$ cat config.mk
export PLATFORM = sky130hd
export DESIGN_NAME = out_of_range_alarm_core
export DESIGN_NICKNAME = d
export VERILOG_FILES = /design/src/rtl/core/ora_pkg.sv /design/src/rtl/core/out_of_range_alarm_core.sv
export SDC_FILE = /design/constraint.sdc
export NUM_CORES = 2
export LEC_CHECK = 0
export ABC_AREA = 0
export ABC_CLOCK_PERIOD_IN_PS = 10400
export BUFFER_PORTS_ARGS = -buffer_cell sky130_fd_sc_hd__buf_4
export CAP_MARGIN = 25
export CORE_MARGIN = 3
export CORE_UTILIZATION = 40
export CTS_CLUSTER_SIZE = 24
export DETAILED_ROUTE_END_ITERATION = 8
export REMOVE_ABC_BUFFERS = 1
export SLEW_MARGIN = 25
export SYNTH_ARGS = -nofsm -noshare
export SYNTH_HDL_FRONTEND = slang
export SYNTH_SLANG_ARGS = --single-unit
export TNS_END_PERCENT = 10
$ cat constraint.sdc
create_clock -name i_clk -period 10.4 [get_ports i_clk]
set_clock_uncertainty 0.2 [all_clocks]
set_input_delay 1.04 -clock i_clk [delete_from_list [all_inputs] [get_ports i_clk]]
set_output_delay 1.04 -clock i_clk [all_outputs]
set_load 0.02 [all_outputs]
$ cat src/rtl/core/ora_pkg.sv
// ============================================================================
// ora_pkg - shared types and constants of the out-of-range alarm monitor
// Word formats, state and event codes, register indexes and sequencer states.
// ============================================================================
`default_nettype none

package ora_pkg;

    localparam int MAX_NOTES_DEF    = 8;
    localparam int TIMER_PASSES_DEF = 8;

    localparam logic [31:0] MAX_STEP = 32'h7FFF_FFFF;

    // Opcodes of an input word.
    localparam logic [1:0] OP_SAMPLE = 2'd0;
    localparam logic [1:0] OP_TICK   = 2'd1;
    localparam logic [1:0] OP_ACK    = 2'd2;
    localparam logic [1:0] OP_MAINT  = 2'd3;

    // Point states.
    localparam logic [1:0] ST_NORMAL = 2'd0;
    localparam logic [1:0] ST_HIGH   = 2'd1;
    localparam logic [1:0] ST_LOW    = 2'd2;
    localparam logic [1:0] ST_FAULT  = 2'd3;

    // Note events; the first four follow the point state codes.
    localparam logic [2:0] EV_OVERDUE = 3'd4;

    // Register indexes on the configuration port.
    localparam logic [2:0] REG_HIGH_LIMIT  = 3'd0;
    localparam logic [2:0] REG_HIGH_ENABLE = 3'd1;
    localparam logic [2:0] REG_LOW_LIMIT   = 3'd2;
    localparam logic [2:0] REG_LOW_ENABLE  = 3'd3;
    localparam logic [2:0] REG_DEADBAND    = 3'd4;
    localparam logic [2:0] REG_DELAY       = 3'd5;
    localparam logic [2:0] REG_ESCALATE    = 3'd6;

    typedef struct packed {
        logic [1:0]         opcode;
        logic [31:0]        now_seconds;
        logic signed [31:0] sample_value;
        logic               bad_reading;
        logic               maint_on;
    } t_in_word;

    typedef struct packed {
        logic [1:0]         point_state;
        logic               has_note;
        logic [2:0]         note_event;
        logic [31:0]        note_time;
        logic signed [31:0] note_value;
        logic               last;
    } t_out_word;

    typedef enum logic [2:0] {
        SEQ_IDLE,
        SEQ_CLOCK,
        SEQ_TR_DUE,
        SEQ_ES_DUE,
        SEQ_DECIDE,
        SEQ_APPLY,
        SEQ_EMIT
    } t_seq_state;

endpackage

`default_nettype wire

$ cat src/rtl/core/out_of_range_alarm_core.sv
// ============================================================================
// out_of_range_alarm_core - alarm monitor for one analog point
// Limit, deadband and delay supervision with fault, acknowledgement,
// escalation and maintenance suppression, driven by time-stamped input words.
// ============================================================================
`default_nettype none

// One input word is taken at a time. After acceptance the sequencer advances
// the 64-bit monotonic clock, then runs up to TIMER_PASSES timer passes for
// events due strictly before the word's time, applies the word, and runs up
// to TIMER_PASSES more passes for events due at that time; a tick word skips
// the first passes and the apply step. Each timer pass has three steps:
// transition due time and escalation due time on the shared 64-bit adder,
// then the decision. Results are then delivered one word per accepted output
// handshake: one word per note, or a single word without a note, with last
// marking the final one; notes beyond MAX_NOTES within one input word are
// dropped. The input is not ready again until the last result word has been
// taken. Configuration is to be written over the APB-style port only while
// the block is idle; the block itself does not enforce this.
module out_of_range_alarm_core
    import ora_pkg::*;
#(
    parameter int MAX_NOTES    = MAX_NOTES_DEF,
    parameter int TIMER_PASSES = TIMER_PASSES_DEF
) (
    input  wire logic        i_clk,
    input  wire logic        i_rst_n,
    input  wire t_in_word    i_in_word,
    input  wire logic        i_in_valid,
    output      logic        o_in_ready,
    output      t_out_word   o_out_word,
    output      logic        o_out_valid,
    input  wire logic        i_out_ready,
    input  wire logic        psel,
    input  wire logic        penable,
    input  wire logic        pwrite,
    input  wire logic [4:0]  paddr,
    input  wire logic [31:0] pwdata,
    output      logic [31:0] prdata,
    output      logic        pready
);

    localparam int CNT_W  = $clog2(MAX_NOTES + 1);
    localparam int IDX_W  = (MAX_NOTES > 1) ? $clog2(MAX_NOTES) : 1;
    localparam int PASS_W = (TIMER_PASSES > 1) ? $clog2(TIMER_PASSES) : 1;

    // ------------------------------------------------------------------
    // Configuration registers
    // ------------------------------------------------------------------
    logic [31:0] r_high_limit, r_low_limit, r_delay, r_escalate;
    logic [30:0] r_deadband;
    logic        r_high_enable, r_low_enable;
    logic        cfg_wr;
    logic [2:0]  cfg_idx;

    assign pready  = 1'b1;
    assign cfg_wr  = psel && penable && pwrite;
    assign cfg_idx = paddr[4:2];

    always_ff @(posedge i_clk) begin
        if (!i_rst_n) begin
            r_high_limit  <= '0;
            r_high_enable <= 1'b0;
            r_low_limit   <= '0;
            r_low_enable  <= 1'b0;
            r_deadband    <= '0;
            r_delay       <= '0;
            r_escalate    <= '0;
        end else if (cfg_wr) begin
            unique case (cfg_idx)
                REG_HIGH_LIMIT:  r_high_limit  <= pwdata;
                REG_HIGH_ENABLE: r_high_enable <= pwdata[0];
                REG_LOW_LIMIT:   r_low_limit   <= pwdata;
                REG_LOW_ENABLE:  r_low_enable  <= pwdata[0];
                REG_DEADBAND:    r_deadband    <= pwdata[30:0];
                REG_DELAY:       r_delay       <= pwdata;
                REG_ESCALATE:    r_escalate    <= pwdata;
                default: ;
            endcase
        end
    end

    always_comb begin
        unique case (cfg_idx)
            REG_HIGH_LIMIT:  prdata = r_high_limit;
            REG_HIGH_ENABLE: prdata = {31'd0, r_high_enable};
            REG_LOW_LIMIT:   prdata = r_low_limit;
            REG_LOW_ENABLE:  prdata = {31'd0, r_low_enable};
            REG_DEADBAND:    prdata = {1'b0, r_deadband};
            REG_DELAY:       prdata = r_delay;
            REG_ESCALATE:    prdata = r_escalate;
            default:         prdata = '0;
        endcase
    end

    // ------------------------------------------------------------------
    // Point state and sequencer registers
    // ------------------------------------------------------------------
    t_seq_state  r_seq, n_seq;
    t_in_word    r_in, n_in;
    logic [31:0] r_last_stamp, n_last_stamp;
    logic [63:0] r_mono, n_mono;
    logic [63:0] r_pending_since, n_pending_since;
    logic [63:0] r_announce_time, n_announce_time;
    logic [31:0] r_held, n_held;
    logic [1:0]  r_alarm, n_alarm;
    logic [1:0]  r_pending, n_pending;
    logic [1:0]  r_notified, n_notified;
    logic        r_maint, n_maint;
    logic        r_announced, n_announced;
    logic        r_acked, n_acked;
    logic        r_escalated, n_escalated;
    logic        r_entered, n_entered;
    logic        r_inclusive, n_inclusive;
    logic [PASS_W-1:0] r_pass, n_pass;
    logic [CNT_W-1:0]  r_note_cnt, n_note_cnt;
    logic [CNT_W-1:0]  r_emit_idx, n_emit_idx;
    logic [63:0] r_tr_due, n_tr_due;
    logic [63:0] r_es_due, n_es_due;

    // Note buffer: written at the fill count, read at the emit index.
    logic [2:0]  r_note_ev  [MAX_NOTES];
    logic [31:0] r_note_val [MAX_NOTES];
    logic        note_wr;
    logic [2:0]  note_ev_wr;

    // Shared 64-bit adder: one due time per cycle.
    logic [63:0] add_a, add_sum;
    logic [31:0] add_b;
    assign add_sum = add_a + {32'd0, add_b};

    // Limit comparisons of the indicated state, at 34 bits so that the limit
    // with deadband never wraps.
    logic signed [33:0] v34, hi34, lo34, db34;
    logic [1:0] base_st, ind_st;

    always_comb begin
        v34  = {{2{n_held[31]}}, n_held};
        hi34 = {{2{r_high_limit[31]}}, r_high_limit};
        lo34 = {{2{r_low_limit[31]}}, r_low_limit};
        db34 = {3'd0, r_deadband};
        base_st = (r_alarm == ST_FAULT) ? ST_NORMAL : r_alarm;
        case (base_st)
            ST_HIGH: begin
                if (!(r_high_enable && v34 < hi34 - db34)) begin
                    ind_st = ST_HIGH;
                end else begin
                    ind_st = (r_low_enable && v34 < lo34) ? ST_LOW : ST_NORMAL;
                end
            end
            ST_LOW: begin
                if (!(r_low_enable && v34 > lo34 + db34)) begin
                    ind_st = ST_LOW;
                end else begin
                    ind_st = (r_high_enable && v34 > hi34) ? ST_HIGH : ST_NORMAL;
                end
            end
            default: begin
                if (r_high_enable && v34 > hi34) begin
                    ind_st = ST_HIGH;
                end else if (r_low_enable && v34 < lo34) begin
                    ind_st = ST_LOW;
                end else begin
                    ind_st = ST_NORMAL;
                end
            end
        endcase
    end

    // ------------------------------------------------------------------
    // Sequencer: next state and point updates
    // ------------------------------------------------------------------
    logic        want_enter, want_announce, want_escalate;
    logic [1:0]  enter_st;
    logic        set_pending;
    logic        tr_hit, es_hit;
    logic [31:0] step;

    always_comb begin
        n_seq           = r_seq;
        n_in            = r_in;
        n_last_stamp    = r_last_stamp;
        n_mono          = r_mono;
        n_pending_since = r_pending_since;
        n_announce_time = r_announce_time;
        n_held          = r_held;
        n_alarm         = r_alarm;
        n_pending       = r_pending;
        n_notified      = r_notified;
        n_maint         = r_maint;
        n_announced     = r_announced;
        n_acked         = r_acked;
        n_escalated     = r_escalated;
        n_entered       = r_entered;
        n_inclusive     = r_inclusive;
        n_pass          = r_pass;
        n_note_cnt      = r_note_cnt;
        n_emit_idx      = r_emit_idx;
        n_tr_due        = r_tr_due;
        n_es_due        = r_es_due;
        want_enter      = 1'b0;
        want_announce   = 1'b0;
        want_escalate   = 1'b0;
        enter_st        = ST_NORMAL;
        set_pending     = 1'b0;
        note_wr         = 1'b0;
        note_ev_wr      = EV_OVERDUE;
        add_a           = r_pending_since;
        add_b           = r_delay;
        step            = r_in.now_seconds - r_last_stamp;
        tr_hit          = 1'b0;
        es_hit          = 1'b0;
        o_in_ready      = 1'b0;
        o_out_valid     = 1'b0;

        unique case (r_seq)
            SEQ_IDLE: begin
                o_in_ready = 1'b1;
                if (i_in_valid) begin
                    n_in  = i_in_word;
                    n_seq = SEQ_CLOCK;
                end
            end
            SEQ_CLOCK: begin
                add_a = r_mono;
                add_b = step;
                if (step <= MAX_STEP) begin
                    n_mono       = add_sum;
                    n_last_stamp = r_in.now_seconds;
                end
                n_note_cnt  = '0;
                n_emit_idx  = '0;
                n_entered   = 1'b0;
                n_pass      = '0;
                n_inclusive = (r_in.opcode == OP_TICK);
                n_seq       = SEQ_TR_DUE;
            end
            SEQ_TR_DUE: begin
                n_tr_due = add_sum;
                n_seq    = SEQ_ES_DUE;
            end
            SEQ_ES_DUE: begin
                add_a    = r_announce_time;
                add_b    = r_escalate;
                n_es_due = add_sum;
                n_seq    = SEQ_DECIDE;
            end
            SEQ_DECIDE: begin
                if (r_alarm != ST_FAULT && r_pending != r_alarm) begin
                    tr_hit = r_inclusive ? (r_tr_due <= r_mono) : (r_tr_due < r_mono);
                end
                if (r_alarm != ST_NORMAL && r_announced && !r_acked && !r_escalated &&
                    !r_maint) begin
                    es_hit = r_inclusive ? (r_es_due <= r_mono) : (r_es_due < r_mono);
                end
                if (es_hit && (!tr_hit || r_es_due < r_tr_due)) begin
                    n_escalated   = 1'b1;
                    want_escalate = 1'b1;
                end else if (tr_hit) begin
                    want_enter = 1'b1;
                    enter_st   = r_pending;
                end
                if (!(tr_hit || es_hit) || r_pass == PASS_W'(TIMER_PASSES - 1)) begin
                    n_pass = '0;
                    n_seq  = r_inclusive ? SEQ_EMIT : SEQ_APPLY;
                end else begin
                    n_pass = r_pass + 1'b1;
                    n_seq  = SEQ_TR_DUE;
                end
            end
            SEQ_APPLY: begin
                n_inclusive = 1'b1;
                n_seq       = SEQ_TR_DUE;
                case (r_in.opcode)
                    OP_SAMPLE: begin
                        n_held = r_in.sample_value;
                        if (r_in.bad_reading) begin
                            if (r_alarm != ST_FAULT) begin
                                want_enter = 1'b1;
                                enter_st   = ST_FAULT;
                            end
                        end else begin
                            if (r_alarm == ST_FAULT) begin
                                want_enter = 1'b1;
                                enter_st   = ST_NORMAL;
                            end
                            set_pending = 1'b1;
                        end
                    end
                    OP_ACK: begin
                        if (!r_entered && r_alarm != ST_NORMAL && r_announced) begin
                            n_acked = 1'b1;
                        end
                    end
                    OP_MAINT: begin
                        if (r_in.maint_on) begin
                            n_maint = 1'b1;
                        end else if (r_maint) begin
                            n_maint = 1'b0;
                            if (!r_announced) begin
                                if (r_alarm != ST_NORMAL || r_notified != ST_NORMAL) begin
                                    want_announce = 1'b1;
                                end else begin
                                    n_announced = 1'b1;
                                end
                            end
                        end
                    end
                    default: ;
                endcase
            end
            SEQ_EMIT: begin
                o_out_valid = 1'b1;
                if (i_out_ready) begin
                    if (o_out_word.last) begin
                        n_seq = SEQ_IDLE;
                    end else begin
                        n_emit_idx = r_emit_idx + 1'b1;
                    end
                end
            end
            default: n_seq = SEQ_IDLE;
        endcase

        // Entering a state, announced at once unless in maintenance.
        if (want_enter) begin
            n_alarm     = enter_st;
            n_pending   = enter_st;
            n_entered   = 1'b1;
            n_announced = 1'b0;
            n_acked     = 1'b0;
            n_escalated = 1'b0;
            if (!r_maint) begin
                want_announce = 1'b1;
            end
        end
        if (want_announce) begin
            note_wr         = 1'b1;
            note_ev_wr      = {1'b0, n_alarm};
            n_notified      = n_alarm;
            n_announced     = 1'b1;
            n_acked         = 1'b0;
            n_escalated     = 1'b0;
            n_announce_time = r_mono;
        end
        if (want_escalate) begin
            note_wr    = 1'b1;
            note_ev_wr = EV_OVERDUE;
        end
        if (set_pending && ind_st != n_pending) begin
            n_pending       = ind_st;
            n_pending_since = r_mono;
        end
        if (note_wr && r_note_cnt < CNT_W'(MAX_NOTES)) begin
            n_note_cnt = r_note_cnt + 1'b1;
        end
    end

    always_ff @(posedge i_clk) begin
        if (!i_rst_n) begin
            r_seq           <= SEQ_IDLE;
            r_last_stamp    <= '0;
            r_mono          <= '0;
            r_pending_since <= '0;
            r_announce_time <= '0;
            r_held          <= '0;
            r_alarm         <= ST_NORMAL;
            r_pending       <= ST_NORMAL;
            r_notified      <= ST_NORMAL;
            r_maint         <= 1'b0;
            r_announced     <= 1'b1;
            r_acked         <= 1'b0;
            r_escalated     <= 1'b0;
            r_entered       <= 1'b0;
            r_inclusive     <= 1'b0;
            r_pass          <= '0;
            r_note_cnt      <= '0;
            r_emit_idx      <= '0;
        end else begin
            r_seq           <= n_seq;
            r_last_stamp    <= n_last_stamp;
            r_mono          <= n_mono;
            r_pending_since <= n_pending_since;
            r_announce_time <= n_announce_time;
            r_held          <= n_held;
            r_alarm         <= n_alarm;
            r_pending       <= n_pending;
            r_notified      <= n_notified;
            r_maint         <= n_maint;
            r_announced     <= n_announced;
            r_acked         <= n_acked;
            r_escalated     <= n_escalated;
            r_entered       <= n_entered;
            r_inclusive     <= n_inclusive;
            r_pass          <= n_pass;
            r_note_cnt      <= n_note_cnt;
            r_emit_idx      <= n_emit_idx;
        end
    end

    // Payload registers.
    always_ff @(posedge i_clk) begin
        r_in     <= n_in;
        r_tr_due <= n_tr_due;
        r_es_due <= n_es_due;
        if (note_wr && r_note_cnt < CNT_W'(MAX_NOTES)) begin
            r_note_ev[r_note_cnt[IDX_W-1:0]]  <= note_ev_wr;
            r_note_val[r_note_cnt[IDX_W-1:0]] <= n_held;
        end
    end

    // ------------------------------------------------------------------
    // Result word: one per note, or a single word without a note.
    // ------------------------------------------------------------------
    always_comb begin
        o_out_word.point_state = r_alarm;
        if (r_note_cnt == '0) begin
            o_out_word.has_note   = 1'b0;
            o_out_word.note_event = '0;
            o_out_word.note_time  = '0;
            o_out_word.note_value = '0;
            o_out_word.last       = 1'b1;
        end else begin
            o_out_word.has_note   = 1'b1;
            o_out_word.note_event = r_note_ev[r_emit_idx[IDX_W-1:0]];
            o_out_word.note_time  = r_in.now_seconds;
            o_out_word.note_value = r_note_val[r_emit_idx[IDX_W-1:0]];
            o_out_word.last       = (r_emit_idx + 1'b1 == r_note_cnt);
        end
    end

    // ------------------------------------------------------------------
    // Assertions
    // ------------------------------------------------------------------
    a_note_cnt_bound: assert property (@(posedge i_clk) disable iff (!i_rst_n)
        r_note_cnt <= CNT_W'(MAX_NOTES))
        else $error("note count beyond buffer depth");

    a_fault_pending: assert property (@(posedge i_clk) disable iff (!i_rst_n)
        r_alarm == ST_FAULT |-> r_pending == ST_FAULT)
        else $error("pending state differs while in fault");

    a_busy_after_accept: assert property (@(posedge i_clk) disable iff (!i_rst_n)
        i_in_valid && o_in_ready |=> !o_in_ready && !o_out_valid)
        else $error("input ready again straight after acceptance");

    a_idle_after_last: assert property (@(posedge i_clk) disable iff (!i_rst_n)
        o_out_valid && i_out_ready && o_out_word.last |=> o_in_ready && !o_out_valid)
        else $error("block not idle after final result word");

endmodule

`default_nettype wire
==> summary.txt <==
run status: finished, final reports clean
largest family of logic cells by synthesized area: compound AO/OA/AOI/OAI gates
Final min period: 7.92 ns
Finished Core Util: 45.9%
Fillers: 11900
Avg WL per Cell: 21.4 um
Critical Path Start Type: register
Hold WC Path Type: register to register
worst slack at placement: 2.57 ns
Core Rows: 130
compound-cell area share of the yosys netlist: 14.8%
CTS tree: yes
R2R depth: 25
post-synth top area share: 27.8%
Synth Flop Type: edfxtp_1
Starting Density: 40.6%
Yosys Warn Count: 0
H-tree depth: 3
Distinct cells, synth: 96
DRT Pass-1 Iters: 6
Hold Crit Start: r_last_stamp[18]
Sink Count: 922
number of setup buffers added after CTS: 0
xor/xnor share of the synthesized area: 2.44%
Worst Slack Setup Final: 2.48 ns
Die H: 364 um
Nets: 5838
Worst VDD drop: 0.000117 V
layout cells sized above 1: 13.4%
first-pass GRT wire length: 229000 um
Max Fclk: 126 MHz
largest net degree at the start of global routing: 215
number of vias per cell: 5.56
flops & latches, synth: 922
Crit path required time: 10.83 ns
number of routed nets with antenna violations: 0
WP data arrival: 8.35 ns
Cells on Worst Hold Path: 2
Post-synth EDFFs: 476
die footprint: 133000 um2
kind of critical path: register to register
Final setup viols: 0
Seq/Total Area, Yosys: 45.2%
adder-cell share of the synthesized area: 11.2%
Crit. End Element: register
Final GP Congestion: 0.905
FF-to-FF Start: r_low_limit[0]
CTS root buffer: clkbuf_16
area of the mapped netlist: 51400 um2
Tcrit/Tclk final: 76.1%
Port Buffers: 214
Lkg Pwr: 22.5 nW
Total Wirelength: 150000 um
most frequent cells after synthesis: 688 x nand2_1, 508 x a21oi_1, 476 x edfxtp_1
hold_buf cts: 0
mux cell area share after synthesis: 8.19%
Power Dens Cells: 148 nW/um2
initial antenna violation count: 15
final slew viol count: 0
ys async rst share: 0%
CP Max Fanout: 27
Slew @ Worst Pin: 1.23 ns
synthesis-to-layout area growth: 13.0%
vias: 39000
grt total ovfl: 0
count leader, synth: nand2_1
DRT iter0 DRCs: 3347
Post-Syn Instances: 5145
syn_area_per_cell: 9.99 um2
vias in the first global route: 37700
IO Pins: 218
worst-skew pair later-pin latency: 0.73 ns
simple-gate share of the synthesized area: 13.7%
Max-Cap Viols: 0
Die Span X: 364 um
Setup crit start: r_low_limit[0]
leading area contributor after synthesis: edfxtp_1
core area: 127000 um2
Clock transition at path regs: 0.06 ns
Setup TNS Final: 0 ns
Total GRT Usage: 22.2%
Max clock buf depth: 3
drt drc: 0
Final Hold Viols: 0
HPWL Detailed: 104000 um
CTS Buf Count: 101
Resize count post-CTS: 0
Max-slew headroom: 17.9%
synth top area cells: edfxtp_1 28%, dfxtp_1 17%, ha_1 11%
RSZ-0062 raised after global routing: no
flip-flops by register name, indices dropped and copies added, names as in the netlist, 3 cells and up, named ones only:
register / count
r_tr_due: 64
r_high_limit: 32
r_pending_since: 64
r_mono: 64
r_seq: 3
r_held: 32
r_note_ev: 24
r_last_stamp: 32
r_announce_time: 64
r_note_val: 256
r_in: 68
r_note_cnt: 4
r_deadband: 31
r_pass: 3
r_delay: 32
r_emit_idx: 4
r_low_limit: 32
r_escalate: 32
r_es_due: 64
critical path: stages, from the launching register on:
cell and delay [ns]:
dfxtp_1 0.34, ha_1 0.24, fa_1 0.41, a21o_1 0.18, a21oi_1 0.27, o21bai_1 0.13, a21boi_0 0.34, o211ai_1 0.13
nand2_1 0.25, nor2_1 0.15, a21boi_0 0.36, o21ai_0 0.16, xnor2_1 0.18, ha_1 0.32, nand4_1 0.24, nor3_1 0.31
nor4bb_1 0.50, mux2i_1 0.16, a41oi_1 0.40, o21ai_0 0.16, a21o_1 0.27, a2111oi_2 0.52, o31a_2 0.79, buf_4 0.42
o21ai_0 0.15, a21oi_2 0.17
cells by family (layout without fill, tap and decap cells):
| kind of cell | count (synthesis) | in the layout |
|---|---|---|
| buffers and inverters | 586 | 797 |
| XOR/XNOR | 143 | 143 |
| flip-flops | 922 | 922 |
| adder cells (fa/ha/maj) | 458 | 458 |
| AO/OA/AOI/OAI | 1244 | 1244 |
| other | 1 | 10 |
| AND/OR/NAND/NOR | 1474 | 1474 |
| multiplexers | 317 | 317 |
stage by stage:
step / cells / total power [mW] / hold slack (ns) / instance area (um2)
floorplan: 4902 / 4.62 / 0.232 / 50400
global placement: 6815 / 4.96 / 0.242 / 54600
detailed placement: 6815 / 4.97 / 0.247 / 54600
CTS: 7006 / 8.67 / 0.233 / 58100
global route: 7010 / 8.94 / 0.247 / 58100
finish: 7015 / 8.60 / 0.254 / 58100
worst paths after layout:
check / end / slack, ns
max: r_pending_since[19] / 2.48
min: r_last_stamp[18] / 0.25
max reg2reg: r_pending_since[19] / 2.48
min reg2reg: r_last_stamp[18] / 0.25
where the power goes:
| part | internal (mW) | leakage [nW] | switching, mW |
|---|---|---|---|
| combinational | 0.331 | 12.5 | 0.598 |
| sequential | 3.90 | 8.34 | 0.0725 |
| clock | 2.16 | 1.67 | 1.55 |
layout make-up:
cell class,instances,area [um2],share of cell area (%)
multi-input cells,3637,26000,44.8
flip-flops and latches,922,23200,40.0
clock buffers,142,2870,4.93
well taps,1650,2060,3.55
repair buffers,263,2020,3.48
inverters,343,1290,2.23
clock inverters,49,586,1.01
diodes,9,22.5,0.0388
routing by layer:
| layer | wire length [um] | track usage [%] |
|---|---|---|
| met1 | 67600 | 30.6 |
| met2 | 68900 | 35.9 |
| met5 | 27 | 0 |
| met4 | 4180 | 6.52 |
| met3 | 9470 | 3.79 |
layout by cell type, fill, tap and decap left out, types with 198 or more instances in the layout:
master,instances
edfxtp_1,476
nand2_1,687
o21ai_0,259
dfxtp_1,442
a21oi_1,507
nor2_1,280
mux2i_1,198
inv_1,341
ha_1,454
buf_4,257
No activity file was read; power rests on OpenSTA's default activity.
